==> src/design/rau_pkg.sv <==
`default_nettype none
package rau_pkg;

  localparam int FIELD_W   = 32;
  localparam int RES_NUM_W = 64;
  localparam int RES_DEN_W = 63;

  typedef enum logic [1:0] {
    OP_ADD = 2'd0,
    OP_SUB = 2'd1,
    OP_MUL = 2'd2,
    OP_DIV = 2'd3
  } op_t;

  // Operand pairing chosen at the front of the pipeline.
  typedef enum logic [1:0] {
    KIND_PROD,
    KIND_SAME,
    KIND_MIXED,
    KIND_ZERO
  } kind_t;

  // Final way of forming the result, known once the divisibility test is done.
  typedef enum logic [2:0] {
    FORM_PROD,
    FORM_SAME,
    FORM_SCALE,
    FORM_CROSS,
    FORM_ZERO
  } form_t;

endpackage
`default_nettype wire

==> src/design/rau_sum.sv <==
`default_nettype none
module rau_sum #(
  parameter int W = 32
) (
  input  logic                                 clk,
  input  logic                                 rst_n,
  input  logic                                 in_valid,
  output logic                                 in_ready,
  input  rau_pkg::form_t                       form,
  input  logic signed [rau_pkg::RES_NUM_W-1:0] m1,
  input  logic signed [rau_pkg::RES_NUM_W-1:0] m2,
  input  logic [rau_pkg::RES_NUM_W-1:0]        m3,
  input  logic signed [W:0]                    xn,
  input  logic signed [W:0]                    yn,
  input  logic [W-1:0]                         xd,
  output logic                                 out_valid,
  input  logic                                 out_ready,
  output logic signed [rau_pkg::RES_NUM_W-1:0] res_num,
  output logic signed [rau_pkg::RES_DEN_W-1:0] res_den,
  output logic                                 err
);
  import rau_pkg::*;

  logic signed [RES_NUM_W-1:0] rn_nxt;
  logic [RES_DEN_W-1:0]        rd_nxt;
  logic                        err_nxt;

  logic                        v_r;
  logic signed [RES_NUM_W-1:0] rn_r;
  logic [RES_DEN_W-1:0]        rd_r;
  logic                        err_r;

  always_comb begin
    rn_nxt  = '0;
    rd_nxt  = '0;
    err_nxt = 1'b0;
    case (form)
      FORM_PROD: begin
        rn_nxt = m1;
        rd_nxt = m3[RES_DEN_W-1:0];
      end
      FORM_SAME: begin
        rn_nxt = RES_NUM_W'(xn) + RES_NUM_W'(yn);
        rd_nxt = RES_DEN_W'(xd);
      end
      FORM_SCALE: begin
        rn_nxt = RES_NUM_W'(xn) + m1;
        rd_nxt = RES_DEN_W'(xd);
      end
      FORM_CROSS: begin
        rn_nxt = m1 + m2;
        rd_nxt = m3[RES_DEN_W-1:0];
      end
      FORM_ZERO: begin
        err_nxt = 1'b1;
      end
      default: begin
        err_nxt = 1'b0;
      end
    endcase
  end

  assign in_ready = !v_r || out_ready;

  always_ff @(posedge clk) begin
    if (!rst_n) begin
      v_r <= 1'b0;
    end else if (in_ready) begin
      v_r <= in_valid;
    end
  end

  always_ff @(posedge clk) begin
    if (in_ready && in_valid) begin
      rn_r  <= rn_nxt;
      rd_r  <= rd_nxt;
      err_r <= err_nxt;
    end
  end

  assign out_valid = v_r;
  assign res_num   = rn_r;
  assign res_den   = signed'(rd_r);
  assign err       = err_r;
endmodule
`default_nettype wire

==> config.mk <==
export PLATFORM = sky130hd
export DESIGN_NAME = rau_sum
export DESIGN_NICKNAME = d
export VERILOG_FILES = /design/src/design/rau_pkg.sv /design/src/design/rau_sum.sv
export SDC_FILE = /design/constraint.sdc
export NUM_CORES = 1
export LEC_CHECK = 0
export BUFFER_PORTS_ARGS = -buffer_cell sky130_fd_sc_hd__buf_4
export CAP_MARGIN = 20
export CELL_PAD_IN_SITES_DETAIL_PLACEMENT = 1
export CELL_PAD_IN_SITES_GLOBAL_PLACEMENT = 2
export CORE_MARGIN = 3
export CORE_UTILIZATION = 26
export DETAILED_ROUTE_END_ITERATION = 8
export PLACE_DENSITY = 0.81
export SLEW_MARGIN = 30
export SYNTH_ARGS = -nofsm -noshare
export SYNTH_HDL_FRONTEND = slang
export SYNTH_SLANG_ARGS = --single-unit
==> constraint.sdc <==
create_clock -name clk -period 3.93 [get_ports clk]
set_clock_uncertainty 0.2 [all_clocks]
set_input_delay 0.393 -clock clk [delete_from_list [all_inputs] [get_ports clk]]
set_output_delay 0.393 -clock clk [all_outputs]
set_load 0.02 [all_outputs]
==> flow_summary.toml <==
[synth]
synth_top_family_by_area = "compound AO/OA/AOI/OAI gates"
ys_types = 84
synth_xor_area_frac = 0.0612
ys_warn_count = 0
syn_inst = 1328
yosys.area_share.simple = 0.162
synth_edf_count = 128
synth_area_leaders = "edfxtp_1 33%, ha_1 12%, a21oi_1 5.9%"
syn_area_sq_um = 11700
synthArstFlopShare = 0
synth_compound_area_frac = 0.288
synth_area_leader_cell = "edfxtp_1"
synth_nets = 1735
ys_ff_latch = 129
muxShareOfSynthArea = 0.00522
synth_ff_type = "edfxtp_1"
synthAdderAreaFrac = 0.119
avgSynthCellArea_sq_um = 8.84
synth_seq_area_share = 0.329
synth_top_area_frac = 0.328

[timing]
holdWs_ps = 31.2
fmax_mhz = 265
fin_crit_ps = 3780
post-route-period-util = 0.961
worst_slack_ps = 154
tightest_slew_ps = 821
setup-violations-final = 0
tns_ps = 0
drv_slew = 0
maxSlewHeadroom = 0.453
finalHoldViolations = 0

[power_and_ir_drop]
pwr-share-seq = 0.293
vdd_drop_max_mv = 0.220
clkPwrFrac = 0.269
p_leak_nw = 8.45
p_sw_mw = 2.13
power.internal_mw = 3.73
power_frac_comb = 0.438
switching_share = 0.364
power.density_nw_per_um2 = 322
total_power_mw = 5.87

[finish]
layout-drive-gt1-share = 0.401
mostFrequentLayoutCells = "686 x buf_4, 164 x nand2_1, 134 x a21oi_1"
syn2layout_area_growth_pct = 55.4
multi_input_area_sq_um = 7610
layout_commonest_cell = "buf_4"
regArea_sq_um = 3860
fin_nets = 2369
fillers = 5272
instances_no_fill = 2575

[setup_path]
worstRegToRegCells = 3
r2r_end = "res_num[58]$_DFFE_PP_"
critPathKind = "input pin to flip-flop"
cp_max_fo = 17
regToRegSetupSlack_ps = 1760
worstPathArrival_ps = 3880
worstReg2RegStart = "out_valid$_SDFFE_PN0N_"
end_kind = "flip-flop"
start_kind = "input pin"
cp_data_required_time_ps = 4040

[placed_design]
finalWeightedCongestion = 0.895
numPlacedInstances = 2528
port_buffers = 425
place_ws_ps = -447
hpwlAfterDp_microns = 45500

[route]
top_layer = "met5"
wl_per_cell_microns = 21.4
via_per_inst = 5.04
wl_met1_microns = 22300
drc_errors = 0
wl_met3_microns = 3000
first_iter_violations = 650
dr_wl_met2_microns = 28300
wl_microns = 55100
antenna_left = 0
firstDrtPassIters = 5
via_count = 13000

[status]
status = "complete, no violations"

[global_routing]
grt_overflow_total = 0
grtUsageTotal = 0.223
grt_max_degree = 58
grt_pass1_vias = 13900
grt_antenna_before_repair = 11
grt_pass1_wl_microns = 81000

[floorplan]
ioPinCount = 427
die_x_microns = 218
initial_core_util = 0.264
fp.coreArea_sq_um = 44400
die_y_microns = 218
die-area_sq_um = 47700
fp-row-count = 77

[hold_path]
hp-start = "rst_n"
hold_end = "out_valid$_SDFFE_PN0N_"
hp-class = "input pin to flip-flop"
min_path_cells = 2

[clock_network]
h-tree-depth = 4
cts_tree = "built"
clock_latency_ps = 430
clkTransAtPathRegs_ps = 70
cts_hold_buffers = 0
cts_num_sinks = 129
clockBufferDepth = 2
cts_root_buf = "clkbuf_16"
cts_inserted_buffers = 17

[run]
drv_cap = 0
==> registers in the layout, indices dropped and copies added (netlist names) <==
| register | flops |
|---|---|
| res_num | 64 |
| res_den | 63 |
| err | 1 |
| out_valid | 1 |
==> through the flow <==
step,cell area [sq um],util
2_1_floorplan,11700,-
3_3_place_gp,17400,0.393
3_5_place_dp,17400,0.393
4_1_cts,18000,0.406
5_1_grt,18200,0.410
6_report,18200,0.410
==> synth_stat cells (6+ instances only) <==
library cell,instances
o21bai_1,14
a31oi_1,9
o211ai_1,8
edfxtp_1,128
nor3_1,17
a22oi_1,18
xnor2_1,38
a21oi_1,138
o21ai_1,8
a21boi_0,6
inv_1,29
a221oi_1,7
nor2b_1,10
nand2b_1,8
a22o_1,32
and3_1,9
ha_1,108
nand3_1,32
or3_1,6
xor2_1,44
nand4_1,29
a211oi_1,14
and2_1,35
clkbuf_1,66
buf_2,11
o21a_1,16
nand2_1,166
o21ai_0,88
nor2_1,61
a21o_1,69
==> power by group through the flow <==
stage                     Clock [mW]  Sequential (mW)  Combinational [mW]
after global routing            1.68             1.73                2.79
after detailed placement           0             1.75                2.51
after CTS                       1.63             1.72                2.53
after global placement             0             1.75                2.47
after floorplan                    0             1.89                1.13
final                           1.58             1.72                2.57
==> layer usage <==
layer	track usage	vias to the layer above
li1	-	6260
met1	0.258	6276
met2	0.404	369
met3	0.0403	68
met4	0.0891	8
met5	0	-
==> cell families after synthesis <==
| kind of cell | after synthesis |
|---|---|
| AND/OR/NAND/NOR | 397 |
| AO/OA/AOI/OAI | 495 |
| multiplexers | 6 |
| flip-flops | 129 |
| XOR/XNOR | 82 |
| adder cells (fa/ha/maj) | 110 |
| buffers and inverters | 109 |
==> critical path, cell delays in order <==
cell,delay [ps]
buf_4,130
nor2b_2,150
nand2_2,100
buf_12,150
and2_1,240
buf_4,200
buf_12,150
buf_4,140
a21o_1,150
ha_1,350
nand4_1,180
or2_2,350
or2_2,310
o21ai_2,200
a21boi_2,110
or4_1,480
nand3_1,80
==> area by class of cell <==
| class | instances | area share |
|---|---|---|
| Multi-Input combinational cell | 1090 | 0.418 |
| Timing Repair Buffer | 695 | 0.292 |
| Sequential cell | 129 | 0.212 |
| Tap cell | 592 | 0.0406 |
| Clock buffer | 17 | 0.0233 |
| Clock inverter | 15 | 0.00782 |
| Inverter | 29 | 0.00597 |
| Antenna cell | 8 | 0.00110 |
==> worst max-delay path by stage <==
stage	startpoint	to	slack [ps]
CTS	form[2]	res_num[58]$_DFFE_PP_	7
detailed placement	form[2]	res_num[58]$_DFFE_PP_	-450
global route	form[2]	res_num[50]$_DFFE_PP_	-6
global placement	form[2]	res_num[62]$_DFFE_PP_	-330
finish	form[2]	res_num[59]$_DFFE_PP_	150
floorplan	form[0]	res_num[62]$_DFFE_PP_	20
==> repair_timing <==
item,in CTS,in global routing
setup endpoints to repair,0,19
resized for setup,0,33
buffers inserted,0,6
Power figures use the tool's default switching activity.
