**config.mk**
```make
export PLATFORM = sky130hd
export DESIGN_NAME = rau_prep
export DESIGN_NICKNAME = d
export VERILOG_FILES = /design/src/design/rau_pkg.sv /design/src/design/rau_prep.sv
export SDC_FILE = /design/constraint.sdc
export NUM_CORES = 1
export LEC_CHECK = 0
export ABC_AREA = 1
export BUFFER_PORTS_ARGS = -buffer_cell sky130_fd_sc_hd__buf_4
export CORE_ASPECT_RATIO = 0.7
export CORE_MARGIN = 2
export CORE_UTILIZATION = 52
export DETAILED_ROUTE_END_ITERATION = 16
export PLACE_DENSITY_LB_ADDON = 0.08
export SLEW_MARGIN = 20
export SYNTH_ARGS = -nofsm -noshare
export SYNTH_HDL_FRONTEND = slang
export SYNTH_SLANG_ARGS = --single-unit
export TNS_END_PERCENT = 20
```
**constraint.sdc**
```tcl
create_clock -name clk -period 21.4 [get_ports clk]
set_input_delay 4.28 -clock clk [delete_from_list [all_inputs] [get_ports clk]]
set_output_delay 4.28 -clock clk [all_outputs]
set_load 0.02 [all_outputs]
```
**src/design/rau_pkg.sv**
```systemverilog
`default_nettype none
package rau_pkg;

  localparam int FIELD_W   = 32;
  localparam int RES_NUM_W = 64;
  localparam int RES_DEN_W = 63;

  typedef enum logic [1:0] {
    OP_ADD = 2'd0,
    OP_SUB = 2'd1,
    OP_MUL = 2'd2,
    OP_DIV = 2'd3
  } op_t;

  // Operand pairing chosen at the front of the pipeline.
  typedef enum logic [1:0] {
    KIND_PROD,
    KIND_SAME,
    KIND_MIXED,
    KIND_ZERO
  } kind_t;

  // Final way of forming the result, known once the divisibility test is done.
  typedef enum logic [2:0] {
    FORM_PROD,
    FORM_SAME,
    FORM_SCALE,
    FORM_CROSS,
    FORM_ZERO
  } form_t;

endpackage
`default_nettype wire

```
**src/design/rau_prep.sv**
```systemverilog
`default_nettype none
module rau_prep #(
  parameter int W = 32
) (
  input  logic                              clk,
  input  logic                              rst_n,
  input  logic                              in_valid,
  output logic                              in_ready,
  input  logic [1:0]                        req_type,
  input  logic signed [rau_pkg::FIELD_W-1:0] a_num,
  input  logic signed [rau_pkg::FIELD_W-1:0] a_den,
  input  logic signed [rau_pkg::FIELD_W-1:0] b_num,
  input  logic signed [rau_pkg::FIELD_W-1:0] b_den,
  output logic                              out_valid,
  input  logic                              out_ready,
  output rau_pkg::kind_t                    kind,
  output logic signed [W:0]                 xn,
  output logic [W-1:0]                      xd,
  output logic signed [W:0]                 yn,
  output logic [W-1:0]                      yd
);
  import rau_pkg::*;

  op_t              op;
  logic [W-1:0]     bn_raw, bd_raw;
  logic signed [W:0] an_e, bn_e, an_n, bn_n;
  logic [W-1:0]     ad_m, bd_m;
  kind_t            kind_nxt;
  logic signed [W:0] xn_nxt, yn_nxt;
  logic [W-1:0]     xd_nxt, yd_nxt;

  logic             v_r;
  kind_t            kind_r;
  logic signed [W:0] xn_r, yn_r;
  logic [W-1:0]     xd_r, yd_r;

  always_comb begin
    op = op_t'(req_type);
    // Divide works on the reciprocal of the second operand.
    if (op == OP_DIV) begin
      bn_raw = b_den[W-1:0];
      bd_raw = b_num[W-1:0];
    end else begin
      bn_raw = b_num[W-1:0];
      bd_raw = b_den[W-1:0];
    end
    an_e = (W+1)'(signed'(a_num[W-1:0]));
    bn_e = (W+1)'(signed'(bn_raw));
    if (op == OP_SUB) begin
      bn_e = -bn_e;
    end
    // Move each operand's sign to its numerator.
    if (a_den[W-1]) begin
      ad_m = (~a_den[W-1:0]) + W'(1);
      an_n = -an_e;
    end else begin
      ad_m = a_den[W-1:0];
      an_n = an_e;
    end
    if (bd_raw[W-1]) begin
      bd_m = (~bd_raw) + W'(1);
      bn_n = -bn_e;
    end else begin
      bd_m = bd_raw;
      bn_n = bn_e;
    end
  end

  always_comb begin
    kind_nxt = KIND_PROD;
    xn_nxt   = an_n;
    xd_nxt   = ad_m;
    yn_nxt   = bn_n;
    yd_nxt   = bd_m;
    if (op == OP_ADD || op == OP_SUB) begin
      if (ad_m == bd_m) begin
        kind_nxt = KIND_SAME;
      end else begin
        // x takes the operand with the larger denominator.
        if (bd_m > ad_m) begin
          xn_nxt = bn_n;
          xd_nxt = bd_m;
          yn_nxt = an_n;
          yd_nxt = ad_m;
        end
        kind_nxt = ((bd_m > ad_m) ? (ad_m == '0) : (bd_m == '0)) ? KIND_ZERO : KIND_MIXED;
      end
    end
  end

  assign in_ready = !v_r || out_ready;

  always_ff @(posedge clk) begin
    if (!rst_n) begin
      v_r <= 1'b0;
    end else if (in_ready) begin
      v_r <= in_valid;
    end
  end

  always_ff @(posedge clk) begin
    if (in_ready && in_valid) begin
      kind_r <= kind_nxt;
      xn_r   <= xn_nxt;
      xd_r   <= xd_nxt;
      yn_r   <= yn_nxt;
      yd_r   <= yd_nxt;
    end
  end

  assign out_valid = v_r;
  assign kind      = kind_r;
  assign xn        = xn_r;
  assign xd        = xd_r;
  assign yn        = yn_r;
  assign yd        = yd_r;
endmodule
`default_nettype wire

```
==> impl_summary.md <==
Outcome
The flow ran to the end, and the final reports show no timing, DRC or antenna violations.

Clocking
The TritonCTS clock tree is built. The number of levels in the clock H-tree is 4. The clock passes through at most 2 buffers. In this run, post-CTS repair resized a total of 0 instances. The number of clock buffers added by TritonCTS is 17. The clock net in this run drives a total of 133 sinks. Clock-pin slew was measured on the worst setup and hold paths at 0.07 ns. Buffers inserted to repair hold after CTS numbered 0. The number of setup buffers added after CTS is 0.

Clock latency on the worst-skew pair, taken at its later pin, is 0.43 ns. In this run the clock root is driven by a clkbuf_16.

Yosys
The prevailing post-synth register cell is edfxtp_1. The number of synthesized flops with an enable pin is 132. Each instance of the synthesized netlist takes up on average 6.59 um2.

During synthesis, Yosys emitted a total of 0 warnings. The largest area contributor in the netlist is edfxtp_1. The post-synthesis net count is 2078. The share of the Yosys chip area taken by registers is 0.317.

For this run, asynchronously set or reset flops after synthesis account for 0. The number of different library cells used by synthesis comes to 48. The share of synthesized area in the top cell type comes to 0.315. By area the synthesized netlist is led by edfxtp_1, nand2_1, inv_1. The total of flip-flops plus latches after synthesis is 133. Counting every instance in the synthesized netlist gives 1907.

The netlist area before placement is 0.0126 mm2.

Timing
Setup repair after global routing left no endpoint under its margin. The total negative slack for setup checks is 0 ns. The count of endpoints failing hold in the final timing report is 0. Setup slack on the critical path of the routed design comes to 10.55 ns. Static timing analysis puts the maximum clock frequency at 92.2 MHz.

The number of max-slew violations in the final report is 0. The final-report setup violation count is 0. At the pin with the least slew margin, the transition time is 1.01 ns. Dividing the final minimum period by the clock period gives 0.507. The worst path in the final design needs a cycle of 10.85 ns, including I/O delays and setup. The worst pin sits at a relative slew slack of 0.321. The clock skew after layout is 0.0146 ns.

Hold path
The hold path endpoint is out_valid. The origin of the worst min-delay path is out_valid. The worst hold path passes through 2 cells. In this run the worst hold path is classified as flop to flop.

Global routing
After global routing the overflow that remains totals 0. The number of global-route vias before repair was 11600. The number of antenna violations at the first check in global routing came to 0. The first global-routing pass estimated 66000 um of wire. Entering global routing, the biggest net connects 113 pins. The total global routing track utilization is 0.340.

Power
The power density over cell area is 68.0 mW/mm2. The leakage power summed over all cells is 7.31 nW. Summing internal, switching and leakage power gives 1.04 mW.

IR analysis of the VDD net gives a maximum drop of 0.0560 mV.

Routing
The detailed-routing iteration count for the pre-antenna-repair pass is 6. Dividing the detail-routed via count by the number of cells gives 5.53. The detailed router finished its first iteration with 1815 violations. The count of nets left with antenna violations once routing finished came out at 0. For this block, the via count after detailed routing is 13600. The total wire length after detailed routing is 44200 um. After detailed routing, the number of remaining DRC violations is 0. The detailed-route wire length per cell is 17.9 um.

Finish
The count of inserted antenna diode cells is 0. The number of nets at the end of the flow is 2303. The number of fillers in the final layout is 2215. Of the cells placed in the final design, the portion with a size suffix greater than 1 is 0.193.

The layout-stage area growth over the synthesis result is 21.2%. The final design utilization is 0.643. After routing the design area is 0.0152 mm2.

Setup path
The depth of the worst register-to-register path is 3. STA puts the critical path data required time at 21.51 ns. The worst setup path is of the input pin to flop kind. On the worst path, the slowest cell contributes a delay of 0.84 ns. The worst register-to-register path begins at out_valid. The data arrival time of the critical path is 10.97 ns. The startpoint kind of the worst setup timing path is an input pin.

The combined buffer and inverter count along the critical path is 8. The worst setup path is captured at a flop. The category of cells accounting for the largest share of critical-path delay is buffers and inverters. The critical register-to-register path endpoint is xn[10]. Among the stages of the critical path, the cell type that occurs most often is nand2_1. The critical-path maximum fanout is 112.

The signal on the critical path passes through buf_4, nand2_4, buf_4, nand2_1, o21ai_4, buf_4, clkinv_1, nor2_1, nand2_1, nand2_1, inv_1, ha_1, nand2_1, nor2_1, nand2_1, nor4_1, nand2_1, a21oi_1, inv_1, nor2_4, buf_4, buf_4, o21ai_0. The minimum setup slack among reg-to-reg paths is 18.92 ns. The slowest stage of the critical path belongs to the cell buf_4.

Placed design
The congestion estimate from routability-driven global placement came to 1.02. Port buffering added 267 buffers. The worst slack after detailed placement is 10.33 ns.

Detailed placement ended at an HPWL of 35400 um. Once placement finished, the instance area stood at 0.0147 mm2.

Die
The die covers 0.0255 mm2. The overall die width is 190 um. The core region is 0.0237 mm2. The count of boundary I/O pins is 268. The initial utilization of the core area, before any placement, comes to 0.530. The chip height is 134 um. In this run the core area contains 47 standard-cell rows.

Flow run
The number of maximum-capacitance violations is 0.
## layer usage
| layer | vias to the layer above | share of wire | routed length, um | GRT usage |
|---|---|---|---|---|
| li1 | 6594 | - | - | - |
| met1 | 6132 | 0.47 | 20800 | 0.548 |
| met2 | 846 | 0.38 | 16800 | 0.455 |
| met3 | 55 | 0.14 | 6070 | 0.0884 |
| met4 | 0 | 0.011 | 502 | 0.0495 |
| met5 | - | 0 | 0 | 0 |
## where the power goes
| group | internal [mW] | switching [mW] |
|---|---|---|
| registers | 0.337 | 0.0142 |
| clock network | 0.163 | 0.126 |
| logic | 0.131 | 0.264 |
## through the flow
stage	hold WS, ns	instances
after global routing	0.603	2463
after detailed placement	0.565	2431
final	0.566	2463
after CTS	0.573	2463
after floorplan	0.729	1907
after global placement	0.547	2431
## registers in the layout, summed over array words and instances, names as in the netlist
signal and count:
out_valid 1, xn 33, xd 32, kind 2
yn 33, yd 32
## kinds of logic (layout without fill, tap and decap cells)
kind of cell    after synthesis  after routing  synth area share
flops                       133            133             0.317
xor+xnor                     87             87            0.0624
compound gates              247            247             0.112
fa+ha+maj                    37             37            0.0368
simple gates               1093           1093             0.368
buf+inv                     310            548             0.103
## worst reg2reg max path: cells and delay by family, from the launching register on
kind / cells / cell delay, ns
AO/OA/AOI/OAI: 1 / 0.14
buffers and inverters: 2 / 1.53
flip-flops: 1 / 0.35
## Yosys cell counts, types with 14 or more instances
cell type,instances
nand4_1,28
a21oi_1,29
nor2_1,181
xnor2_1,20
xor2_1,64
o21ai_0,145
o21ai_2,29
buf_2,14
inv_1,222
nand3_1,140
ha_1,37
o21ai_1,22
nor3_1,19
clkbuf_1,33
inv_2,17
nor2_2,20
nand2_1,651
buf_6,14
edfxtp_1,132
## placed cells by master (no fill, tap or decap), drive strengths merged, types with 2 or more instances in the layout
cell type,instances
nand2,665
or2,10
nand3,146
clkbuf,18
inv,246
a21oi,30
xor2,66
nand4,28
nor4,8
o21ai,196
o31ai,4
nor2,203
o211ai,5
nand3b,8
o21a,3
ha,37
xnor2,21
o21bai,2
edfxtp,132
clkinv,7
buf,275
a31oi,2
nor3,23
## worst max-delay path by stage
| stage | from | end | slack (ns) | depth (start not counted) |
|---|---|---|---|---|
| detailed placement | req_type[1] | xd[29] | 10.33 | 23 |
| finish | req_type[1] | yd[26] | 10.55 | 23 |
| global route | req_type[1] | yd[26] | 9.96 | 23 |
| global placement | req_type[1] | yd[26] | 10.54 | 23 |
| CTS | req_type[1] | xd[29] | 10.76 | 23 |
| floorplan | in_valid | kind[0] | 10.06 | 2 |
## final cells by class
class / instances / area [um2] / share of cell area
clock buffers: 18 / 429 / 0.0282
repair buffers: 275 / 2060 / 0.135
flip-flops and latches: 133 / 3980 / 0.261
inverters: 241 / 905 / 0.0594
multi-input cells: 1464 / 7320 / 0.480
clock inverters: 14 / 138 / 0.00903
well taps: 318 / 398 / 0.0261
(Power assumes the default switching activity.)
